## config.mk

```make
export PLATFORM = sky130hd
export DESIGN_NAME = c3ls_ctrl
export DESIGN_NICKNAME = d
export VERILOG_FILES = /design/src/hdl/c3ls_pkg.sv /design/src/hdl/c3ls_ctrl.sv
export SDC_FILE = /design/constraint.sdc
export NUM_CORES = 1
export LEC_CHECK = 0
export BUFFER_PORTS_ARGS = -buffer_cell sky130_fd_sc_hd__buf_2
export CAP_MARGIN = 20
export CORE_UTILIZATION = 43
export CTS_CLUSTER_SIZE = 14
export DETAILED_ROUTE_END_ITERATION = 12
export GPL_ROUTABILITY_DRIVEN = 1
export SYNTH_ARGS = -nofsm -noshare
export SYNTH_HDL_FRONTEND = slang
export SYNTH_SLANG_ARGS = --single-unit
```

## constraint.sdc

```tcl
create_clock -name clk -period 3.4 [get_ports clk]
set_clock_uncertainty 0.15 [all_clocks]
set_input_delay 0.34 -clock clk [delete_from_list [all_inputs] [get_ports clk]]
set_output_delay 0.34 -clock clk [all_outputs]
set_load 0.01 [all_outputs]
```

## src/hdl/c3ls_pkg.sv

```systemverilog
// Package: constants, command/status types and helpers of the 3x3 solver.
`timescale 1ns / 1ps
package c3ls_pkg;

  localparam int FRAC_BITS   = 16;
  localparam int COEFF_WIDTH = 32;
  localparam int IN_W        = 32;
  localparam int SOL_W       = 32;
  localparam int IDX_W       = 2;
  localparam int NUM_UNK     = 3;
  localparam int ROW_LEN     = NUM_UNK + 1;
  localparam int NUM_COEFF   = NUM_UNK * ROW_LEN;
  localparam int ADDR_W      = $clog2(NUM_COEFF);
  localparam int CNT_W       = 4;
  localparam int MUL_A_W     = COEFF_WIDTH + 1;
  localparam int PROD_W      = 2 * COEFF_WIDTH;
  localparam int PP_W        = 2 * COEFF_WIDTH + 1;
  localparam int ACC_W       = 3 * COEFF_WIDTH + 2;
  localparam int NUM_W       = ACC_W + FRAC_BITS;
  localparam int REM_W       = ACC_W + 1;
  localparam int DIV_CNT_W   = $clog2(NUM_W);
  localparam int TERM_LAST   = 5;
  localparam int PHASE_LAST  = 5;

  typedef enum logic [1:0] {
    MUL_XA = 2'd0,
    MUL_LO = 2'd1,
    MUL_HI = 2'd2
  } mul_sel_t;

  typedef struct packed {
    logic              st_we;
    logic [ADDR_W-1:0] st_addr;
    logic [ADDR_W-1:0] rd_addr;
    logic              ld_xa;
    logic              ld_zc;
    logic              mul_en;
    mul_sel_t          mul_sel;
    logic              acc_clr;
    logic              acc_add;
    logic              acc_shift;
    logic              acc_neg;
    logic              save_main;
    logic              div_init;
    logic              div_step;
    logic              out_load;
    logic [IDX_W-1:0]  out_idx;
    logic              out_last;
  } cmd_t;

  typedef struct packed {
    logic dmain_zero;
    logic out_busy;
  } sts_t;

  function automatic logic [ADDR_W-1:0] coef_addr(input logic [1:0] row, input logic [1:0] col);
    return ADDR_W'(int'(row) * ROW_LEN + int'(col));
  endfunction

endpackage

```

## src/hdl/c3ls_ctrl.sv

```systemverilog
// Sequencer: load count, determinant term walk, divider count, result issue.
`timescale 1ns / 1ps
module c3ls_ctrl (
  input  logic           clk,
  input  logic           rst_n,
  input  logic           in_valid,
  output logic           in_ready,
  input  c3ls_pkg::sts_t sts,
  output c3ls_pkg::cmd_t cmd
);
  import c3ls_pkg::*;

  typedef enum logic [5:0] {
    S_LOAD  = 6'b000001,
    S_DET   = 6'b000010,
    S_FIN   = 6'b000100,
    S_CHECK = 6'b001000,
    S_DIV   = 6'b010000,
    S_EMIT  = 6'b100000
  } state_t;

  state_t               state_r, state_nxt;
  logic [CNT_W-1:0]     cnt_r, cnt_nxt;
  logic                 main_r, main_nxt;
  logic [1:0]           k_r, k_nxt;
  logic [2:0]           term_r, term_nxt;
  logic [2:0]           phase_r, phase_nxt;
  logic [DIV_CNT_W-1:0] div_cnt_r, div_cnt_nxt;

  logic [1:0] col_i, col_j, col_k;
  logic       term_neg;

  function automatic logic [1:0] next_col(input logic [1:0] c);
    case (c)
      2'd0:    return 2'd1;
      2'd1:    return 2'd2;
      default: return 2'd0;
    endcase
  endfunction

  // right-side column stands in for the column of the unknown being solved
  function automatic logic [1:0] map_col(input logic [1:0] c, input logic m,
                                         input logic [1:0] k);
    return (!m && c == k) ? 2'(NUM_UNK) : c;
  endfunction

  assign col_i    = term_r[2:1];
  assign col_j    = next_col(col_i);
  assign col_k    = next_col(col_j);
  assign term_neg = term_r[0];

  always_comb begin
    state_nxt   = state_r;
    cnt_nxt     = cnt_r;
    main_nxt    = main_r;
    k_nxt       = k_r;
    term_nxt    = term_r;
    phase_nxt   = phase_r;
    div_cnt_nxt = div_cnt_r;
    cmd         = '0;
    in_ready    = 1'b0;
    case (state_r)
      S_LOAD: begin
        in_ready     = 1'b1;
        cmd.st_addr  = cnt_r[ADDR_W-1:0];
        if (in_valid) begin
          cmd.st_we = 1'b1;
          if (cnt_r == CNT_W'(NUM_COEFF - 1)) begin
            cnt_nxt     = '0;
            main_nxt    = 1'b1;
            k_nxt       = '0;
            term_nxt    = '0;
            phase_nxt   = '0;
            cmd.acc_clr = 1'b1;
            state_nxt   = S_DET;
          end else begin
            cnt_nxt = cnt_r + CNT_W'(1);
          end
        end
      end
      S_DET: begin
        case (phase_r)
          3'd0: begin
            cmd.rd_addr = coef_addr(2'd1, map_col(term_neg ? col_k : col_j, main_r, k_r));
            cmd.ld_xa   = 1'b1;
          end
          3'd1: begin
            cmd.rd_addr = coef_addr(2'd2, map_col(term_neg ? col_j : col_k, main_r, k_r));
            cmd.mul_en  = 1'b1;
            cmd.mul_sel = MUL_XA;
          end
          3'd2: begin
            cmd.rd_addr = coef_addr(2'd0, map_col(col_i, main_r, k_r));
            cmd.ld_zc   = 1'b1;
          end
          3'd3: begin
            cmd.mul_en  = 1'b1;
            cmd.mul_sel = MUL_LO;
          end
          3'd4: begin
            cmd.acc_add = 1'b1;
            cmd.acc_neg = term_neg;
            cmd.mul_en  = 1'b1;
            cmd.mul_sel = MUL_HI;
          end
          default: begin
            cmd.acc_add   = 1'b1;
            cmd.acc_shift = 1'b1;
            cmd.acc_neg   = term_neg;
          end
        endcase
        if (phase_r == 3'(PHASE_LAST)) begin
          phase_nxt = '0;
          term_nxt  = term_r + 3'd1;
          if (term_r == 3'(TERM_LAST)) begin
            term_nxt  = '0;
            state_nxt = S_FIN;
          end
        end else begin
          phase_nxt = phase_r + 3'd1;
        end
      end
      S_FIN: begin
        if (main_r) begin
          cmd.save_main = 1'b1;
          state_nxt     = S_CHECK;
        end else begin
          cmd.div_init = 1'b1;
          div_cnt_nxt  = '0;
          state_nxt    = S_DIV;
        end
      end
      S_CHECK: begin
        k_nxt = '0;
        if (sts.dmain_zero) begin
          state_nxt = S_EMIT;
        end else begin
          main_nxt    = 1'b0;
          cmd.acc_clr = 1'b1;
          state_nxt   = S_DET;
        end
      end
      S_DIV: begin
        cmd.div_step = 1'b1;
        if (div_cnt_r == DIV_CNT_W'(NUM_W - 1)) begin
          state_nxt = S_EMIT;
        end else begin
          div_cnt_nxt = div_cnt_r + DIV_CNT_W'(1);
        end
      end
      S_EMIT: begin
        cmd.out_idx  = k_r;
        cmd.out_last = (k_r == 2'(NUM_UNK - 1));
        if (!sts.out_busy) begin
          cmd.out_load = 1'b1;
          if (k_r == 2'(NUM_UNK - 1)) begin
            state_nxt = S_LOAD;
          end else begin
            k_nxt = k_r + 2'd1;
            if (!sts.dmain_zero) begin
              cmd.acc_clr = 1'b1;
              state_nxt   = S_DET;
            end
          end
        end
      end
      default: state_nxt = S_LOAD;
    endcase
  end

  always_ff @(posedge clk) begin
    if (!rst_n) begin
      state_r   <= S_LOAD;
      cnt_r     <= '0;
      main_r    <= 1'b1;
      k_r       <= '0;
      term_r    <= '0;
      phase_r   <= '0;
      div_cnt_r <= '0;
    end else begin
      state_r   <= state_nxt;
      cnt_r     <= cnt_nxt;
      main_r    <= main_nxt;
      k_r       <= k_nxt;
      term_r    <= term_nxt;
      phase_r   <= phase_nxt;
      div_cnt_r <= div_cnt_nxt;
    end
  end

endmodule

```

Word-level counts from Yosys, hierarchy flattened:

Index checks and enable logic that the tools add are counted.

* add/subtract/negate cells: 7
* reduce and logical (&&, ||, !) cells: 20
* equal/unequal tests: 31
* multiplexer cells: 62

Operators by type and width (count)
* $mux W6: 9
* $pmux W6 S6: 1
* $mux W2: 10
* $ne A2 B2 Y1 const B: 10
* $mux W1: 19
* $mux W3: 6
* $mux W7: 2
* $pmux W7 S2: 1
* $pmux W3 S2: 2
* $pmux W4 S3: 1
* $mux W5: 2
* $eq A3 B3 Y1 const B: 3
* $mux W9: 1
* $pmux W3 S3: 1
* $mux W4: 2
* $pmux W2 S2: 2
* $reduce_and A4 Y1: 2
* $add A7 B1 Y7 const B: 1
* $eq A7 B7 Y1 const B: 1
* $reduce_and A7 Y1: 1
* $add A3 B1 Y3 const B: 2
* $eq A2 B2 Y1: 3
* $eq A3 B2 Y1 const B: 2
* $eq A6 B1 Y1 const B: 1
* other kinds (28): 35

* register bits: 26
* output and inout port bits: 26
* logic and storage cells: 127
* input bits: 5

Longest topological paths before layout:

Gate-level depths: netlist of run 1.

* depth in word-level cells: 11
* depth in mapped cells: 8
* depth with buffers taken out: 7

Worst setup path before layout of run 1:

OpenSTA, ideal clock, no wires.

* path kind: register to output
* from: register state_r[5]
* to: output cmd[17] in the netlist's numbering
* path buffers: 1
* required time: 2.910 ns
* arrival: 2.098 ns
* cell stages (with the launch flop): 6
* slack: 0.812 ns
* path through: dfxtp_1 > or4_4 > or2_2 > clkbuf_1 > nor3_1 > a22o_1

RTL lines
* start, declared: line c3ls_ctrl.sv:22 `state_t state_r, state_nxt;`
* start signal, assigned: line c3ls_ctrl.sv:181 `state_r <= state_nxt;`
* end, declared: line c3ls_ctrl.sv:9 `output c3ls_pkg::cmd_t cmd`

==> reports/qor.txt, run 1 <==
Final min period = 2.82 ns
FF-to-FF setup slack = 0.99 ns
CTS buffer count = 3
Final hold vios = 0
Initial core utilization = 46.4%
Leak = 0.807 nW
First DRT Iteration DRCs = 96
Share of the synthesized area in the top cell type = 29.5%
RR Startpoint = state_r[3]$_SDFFE_PN0P_
Gate Count Post-Synth = 238
Clock Latency Late Sink = 0.27 ns
CP endpoint = cmd[17]
DRT antenna net count = 0
Top cell type by total area after synthesis = dfxtp_1
Reg2reg end = div_cnt_r[1]$_SDFFE_PN0P_
Worst setup path start = state_r[3]$_SDFFE_PN0P_
Worst-Margin Slew = 0.539 ns
Largest net degree at the start of global routing = 19
MaxCap Viol Count = 0
Critical path class = register to primary output
DR WL/cell = 13.2 um
Share of cells above drive strength 1 = 17.4%
Total net switching power = 0.107 mW
Hold_ws = 0.210 ns
Critical Path RT = 2.91 ns
Post-synthesis register bit count = 26
Switching part of the total = 21.4%
Via count of the first global-routing pass = 1465
Cts hold-fix bufs = 0
Clock power frac = 34.3%
Outcome = finished clean
Worst setup EP type = primary output
Unrepaired setup endpoints after global routing = false
Synth Area per Inst = 7.41 um^2
Filler cells = 411
Crit path cell chain = or4_4 > or2_2 > nor3_1 > a22o_1 > buf_2
Clock Pin Slew Worst Setup and Hold Paths = 0.09 ns
Worst VDD drop = 173 uV
F_max = 355 MHz
Synth Net Count = 248
Worst R2R Path Depth = 5
Non-Filler Instances = 306
Relative slew slack = 64.0%
Syn. warnings = 0
Final WS setup = 0.581 ns
Via/cell ratio = 5.60
Yosys cell types = 57
Hold Startpoint = sts[1]
Crit path DAT = 2.33 ns
Count of input and output buffers = 30
Crit share post-route = 82.9%
Worst setup SP type = register
Mapped cell area = 0.00176 mm^2
Hold Path Class = primary input to register
Primary FF master, synth = dfxtp_1
EDFF count, synth = 0
Slowest stage delay, CP = 0.57 ns
Post-cts sizing count = 0
Total negative slack = 0 ns
Drt drc = 0
Core ar. = 0.00380 mm^2
H-tree levels = 1
Gr ovfl total = 0
Power Density = 255 mW/mm^2
Ys async rst share = 0%
Max Slew Vio Count = 0
Worst path slowest cell = or4_4
Total track usage = 20.1%
Die Width = 66.1 um
Nets = 270
WL final = 4050 um
Longest Clk Path Bufs = 2
GPL Wtd Cong = 0.786
Initial antenna violation count = 0
Die span in y = 66.1 um
Num rows = 22
Dpl hpwl = 3100 um
CP max FO = 8
Pre-CTS setup slack = 0.887 ns
Flop pwr share = 61.7%
Synth top area cells = dfxtp_1 (30%), nor2_1 (6.2%), o21ai_0 (4.8%)
Global-route wire length before repair = 6840 um
Placed Cells = 303
ANT cells = 0
DIE AREA = 0.00436 mm^2
Comb pwr share = 4.1%
DR pass1 iterations = 4
CTS sink count = 26
Postcts setup bufs = 0
Pint = 0.393 mW
Total design power = 0.500 mW
CTS tree = done
Area growth syn-to-layout = 11.0%
Sequential element share of the synthesized area = 29.5%
CTS Root Cell = clkbuf_8
I/O pin count = 31
Final-report setup violation count = 0
Via count = 1713
==> power groups by stage <==
stage	clock network, mW	registers [mW]	logic, mW
finish	0.171	0.308	0.0203
global route	0.190	0.309	0.0230
CTS	0.179	0.308	0.0203
detailed placement	0	0.315	0.0204
global placement	0	0.315	0.0204
floorplan	0	0.315	0.0118
==> cells by family (layout without fill, tap and decap cells) <==
family          Yosys count  count (layout)  share of synthesized area (%)
simple gates            118             118                           36.0
compound gates           49              49                           17.7
buf+inv                  27              47                           6.45
flops                    26              26                           29.5
xor+xnor                  9               9                           4.47
fa+ha+maj                 6               6                           4.11
mux                       3               3                           1.77
==> routing by layer <==
| metal | wire (um) | up-vias | GRT usage (%) | part of all wire (%) |
|---|---|---|---|---|
| li1 | - | 893 | - | - |
| met4 | 23 | 0 | 3.19 | 0.57 |
| met3 | 211 | 2 | 4.48 | 5.2 |
| met1 | 2090 | 780 | 29.2 | 52 |
| met2 | 1720 | 38 | 30.5 | 43 |
| met5 | 0 | - | 0 | 0 |
==> layout make-up <==
cell class	count	area [um^2]	share of cell area (%)
sequential	26	520	26.6
timing repair buffer	31	158	8.05
multi-input combinational	185	1130	57.7
tap	48	60.1	3.07
clock buffer	3	41.3	2.11
inverter	13	48.8	2.49
==> registers in the layout, summed over array words and instances (netlist names) <==
register,flops
phase_r,3
div_cnt_r,7
cnt_r,4
main_r,1
term_r,3
state_r,6
k_r,2
==> cell usage after synthesis, drive strengths merged, types with 2 or more instances <==
cell type	count
ha	5
nand4	5
nand3	10
o21ai	17
a221oi	2
a21o	2
nor4	5
nor2b	2
xnor2	5
a21oi	12
or2	2
and2	7
dfxtp	26
nor2	29
and3	6
buf	3
xor2	4
inv	12
nand2b	2
mux2i	2
nand3b	5
clkbuf	11
or3b	3
nor3	10
or4	2
nand2	21
or3	3
a211oi	2
a31oi	2
==> worst min-delay path by stage <==
stage,end,slack [ns],cells past startpoint
3_3_place_gp,cnt_r[1]$_SDFFE_PN0P_,0.33,2
6_report,state_r[5]$_SDFFE_PN0P_,0.21,3
2_1_floorplan,cnt_r[1]$_SDFFE_PN0P_,0.31,2
4_1_cts,main_r$_SDFFE_PN1P_,0.20,2
3_5_place_dp,cnt_r[1]$_SDFFE_PN0P_,0.34,2
5_1_grt,state_r[5]$_SDFFE_PN0P_,0.20,3
==> placed cells by master (no fill, tap or decap), types with 2 or more instances in the layout <==
| master | n |
|---|---|
| xor2_1 | 4 |
| ha_1 | 5 |
| or3_1 | 3 |
| dfxtp_1 | 26 |
| a21o_1 | 2 |
| nand4_1 | 5 |
| o21ai_0 | 17 |
| or3b_2 | 2 |
| nor2_1 | 29 |
| nor3_1 | 10 |
| or2_2 | 2 |
| and2_1 | 6 |
| xnor2_1 | 5 |
| nor4_1 | 4 |
| nand2b_1 | 2 |
| and3_1 | 6 |
| mux2i_1 | 2 |
| nor2b_1 | 2 |
| buf_2 | 30 |
| nand3_1 | 10 |
| inv_1 | 12 |
| nand3b_1 | 5 |
| a31oi_1 | 2 |
| a211oi_1 | 2 |
| clkbuf_8 | 3 |
| nand2_1 | 21 |
| a21oi_1 | 11 |
| a221oi_1 | 2 |
==> worst max-delay path, delay by kind of cell (launching register included) <==
family | cells | cell delay, ns
AO/OA/AOI/OAI | 1 | 0.20
flip-flops | 1 | 0.38
buffers and inverters | 1 | 0.12
AND/OR/NAND/NOR | 3 | 1.36
==> per-stage QoR <==
step           instance area, um^2  utilization, %
2_1_floorplan                 1760               -
3_3_place_gp                  1920            50.5
3_5_place_dp                  1920            50.5
4_1_cts                       1960            51.5
5_1_grt                       1960            51.5
6_report                      1960            51.5
(Power assumes the default switching activity.)
==> inputs of run 2 (changes only) <==
--- a/config.mk
+++ b/config.mk
@@ -5,6 +5,7 @@
 export SDC_FILE = /design/constraint.sdc
 export NUM_CORES = 1
 export LEC_CHECK = 0
+export ABC_AREA = 1
 export BUFFER_PORTS_ARGS = -buffer_cell sky130_fd_sc_hd__buf_2
 export CAP_MARGIN = 20
 export CORE_UTILIZATION = 43
==> constraint.sdc (replaced) <==
create_clock -name clk -period 2.8 [get_ports clk]
set_clock_uncertainty 0.15 [all_clocks]
set_input_delay 0.28 -clock clk [delete_from_list [all_inputs] [get_ports clk]]
set_output_delay 0.28 -clock clk [all_outputs]
set_load 0.01 [all_outputs]
==> reports/qor.txt, run 2 <==
Largest family of logic cells by synthesized area = simple AND/OR/NAND/NOR gates
Most common cell after layout, fill and taps aside = nand2_1
Synth Net Count = 295 (+19%)
Synth Area in Compound Gates = 14.2% (-3.5 points)
First DRT Iteration DRCs = 85 (-11%)
Initial core utilization = 45.4% (-1.1 points)
Longest Clk Path Bufs = 2 (unchanged)
Primary FF master, synth = dfxtp_1
Clock Latency Late Sink = 0.27 ns (about the same)
Leak = 1.05 nW (+30%)
CTS Root Cell = clkbuf_8
Via count of the first global-routing pass = 1613 (+10%)
WL final = 4240 um (+4.5%)
Synth Area per Inst = 6.46 um^2 (-13%)
GPL Wtd Cong = 0.810 (+3.1%)
Total design power = 0.719 mW (+44%)
Multiplexer share of the synthesized area = 0% (-1.8 points)
Num rows = 23 (+4.5%)
Global-route wire length before repair = 7080 um (+3.4%)
Via count = 1832 (+6.9%)
Area growth syn-to-layout = 14.5%
Biggest regs = div_cnt_r: 7 flops, state_r: 6 flops, cnt_r: 4 flops
CTS tree = done
Pre-CTS setup slack = 0.891 ns (+0.00411 ns)
DR WL/cell = 11.6 um (-12%)
Hold Path Class = primary input to register
Share of the synthesized area in the top cell type = 28.3% (-1.2 points)
Most frequent cells after synthesis = nand2_1 (56), inv_1 (45), nor2_1 (43), dfxtp_1 (26), nand3_1 (20)
Clock power frac = 43.3% (+9.0 points)
Most frequent cell after synthesis = nand2_1
Core ar. = 0.00406 mm^2 (+6.8%)
Gate Count Post-Synth = 285 (+20%)
Syn. warnings = 0 (unchanged)
Final hold vios = 0 (unchanged)
Outcome = finished clean
EDFF count, synth = 0 (unchanged)
Nets = 326 (+21%)
Final-report setup violation count = 0 (unchanged)
DIE AREA = 0.00455 mm^2 (+4.3%)
DRT antenna net count = 0 (unchanged)
CTS buffer count = 3 (unchanged)
Largest net degree at the start of global routing = 17 (-2)
Final min period = 2.20 ns
Drt drc = 0 (unchanged)
Dpl hpwl = 3350 um (+8.1%)
Clock Pin Slew Worst Setup and Hold Paths = 0.09 ns (about the same)
Mapped cell area = 0.00184 mm^2 (+4.4%)
Total negative slack = 0 ns (unchanged)
Flop pwr share = 52.0% (-9.7 points)
Initial antenna violation count = 0 (unchanged)
Worst setup SP type = register
Final WS setup = 0.604 ns (+0.0231 ns)
Ys async rst share = 0% (unchanged)
FF-to-FF setup slack = 1.06 ns (+0.07 ns)
Worst VDD drop = 356 uV (+110%)
Switching part of the total = 20.0% (-1.4 points)
Max reg flops = 7 (unchanged)
Most frequent cells in the layout = nand2_1 (56), inv_1 (45), nor2_1 (43)
F_max = 455 MHz
Count of input and output buffers = 30 (unchanged)
ANT cells = 0 (unchanged)
Crit share post-route = 78.4%
Largest reg by FF count = div_cnt_r
DR pass1 iterations = 4 (unchanged)
Sequential element share of the synthesized area = 28.3% (-1.2 points)
Crit path DAT = 1.77 ns (-0.56 ns)
Critical path class = register to primary output
Gr ovfl total = 0 (unchanged)
Synth Area in Adders = 3.40% (-0.72 points)
Via/cell ratio = 5.02 (-10%)
Synth top area cells = dfxtp_1 (28%), nand2_1 (11%), inv_1 (9.2%)
CTS sink count = 26 (unchanged)
CP max FO = 7 (-1)
Cts hold-fix bufs = 0 (unchanged)
Relative slew slack = 74.2% (+10 points)
Share of cells above drive strength 1 = 17.8% (+0.34 points)
I/O pin count = 31 (unchanged)
Critical Path RT = 2.37 ns (-0.54 ns)
Total track usage = 20.4% (+0.33 points)
Die span in y = 67.4 um (+2.1%)
Power Density = 341 mW/mm^2 (+33%)
Postcts setup bufs = 0 (unchanged)
Post-synthesis register bit count = 26 (unchanged)
Post-cts sizing count = 0 (unchanged)
H-tree levels = 1 (unchanged)
Unrepaired setup endpoints after global routing = false
Pint = 0.575 mW (+46%)
Die Width = 67.4 um (+2.1%)
Max Slew Vio Count = 0 (unchanged)
Post-Synth XOR/XNOR Area = 0.476% (-4.0 points)
MaxCap Viol Count = 0 (unchanged)
Total net switching power = 0.144 mW (+34%)
Simple-Gate Fraction of Synth Area = 43.0% (+7.0 points)
Top cell type by total area after synthesis = dfxtp_1
Comb pwr share = 4.6% (+0.5 points)
Yosys cell types = 32 (-44%)
Worst-Margin Slew = 0.386 ns (-0.153 ns)
Worst setup EP type = primary output
-- run 2: changes by cell type in the layout (fill, tap and decap cells not counted), sizes merged, moves of 7 or more --
cell   previous run  this run
nand2            21        60
inv              12        48
nor2             29        50
nand3            10        22
a21oi            12        19
and2              7         0
-- run 2: cells by family after synthesis --
family,count (synthesis)
compound gates,46
xor+xnor,1
fa+ha+maj,5
buf+inv,52
flops,26
simple gates,155
-- run 2: power by group through the flow --
stage | sequential, mW | clock [mW] | combinational, mW
final | 0.374 | 0.311 | 0.0333
after CTS | 0.374 | 0.317 | 0.0334
after floorplan | 0.382 | 0 | 0.0225
after global routing | 0.375 | 0.331 | 0.0376
after detailed placement | 0.383 | 0 | 0.0333
after global placement | 0.383 | 0 | 0.0333
-- run 2: cell type report --
type,count,area [um^2]
fill,419,1950
multi-input combinational,207,1120
sequential,26,520
inverter,48,180
timing repair buffer,30,150
tap,50,62.6
clock buffer,3,41.3
clock inverter,1,30.0
-- run 2: critical path, stage by stage (launching register included) --
cell	delay, ns
dfxtp_1	0.39
nor2_4	0.26
nand4_4	0.22
nor2_8	0.18
inv_2	0.08
nor2_4	0.11
nor2_1	0.06
nand2_1	0.06
buf_2	0.13
-- run 2: final timing paths --
path | cells past startpoint | startpoint | endpoint
setup / recovery | 8 | state_r[5]$_SDFFE_PN0P_ | cmd[10]
hold / removal | 2 | rst_n | state_r[0]$_SDFFE_PN1P_
hold reg to reg | 2 | cnt_r[0]$_SDFFE_PN0P_ | cnt_r[0]$_SDFFE_PN0P_
setup reg to reg | 9 | cnt_r[0]$_SDFFE_PN0P_ | state_r[3]$_SDFFE_PN0P_
-- run 2: stage by stage --
stage | std cells | area, um^2 | hold slack [ns] | util (%)
finish | 365 | 2110 | 0.164 | 52.0
CTS | 365 | 2110 | 0.154 | 52.0
detailed placement | 361 | 2040 | 0.329 | 50.2
floorplan | 285 | 1840 | 0.304 | -
global placement | 361 | 2040 | 0.324 | 50.2
global route | 365 | 2110 | 0.169 | 52.0
-- run 2: routing by layer --
layer / global-route usage (%) / routed length (um) / vias to the layer above
met5: 0 / 0 / -
met4: 4.26 / 33 / 0
met3: 3.89 / 106 / 4
met2: 35.1 / 1970 / 23
met1: 26.4 / 2130 / 822
li1: - / - / 983
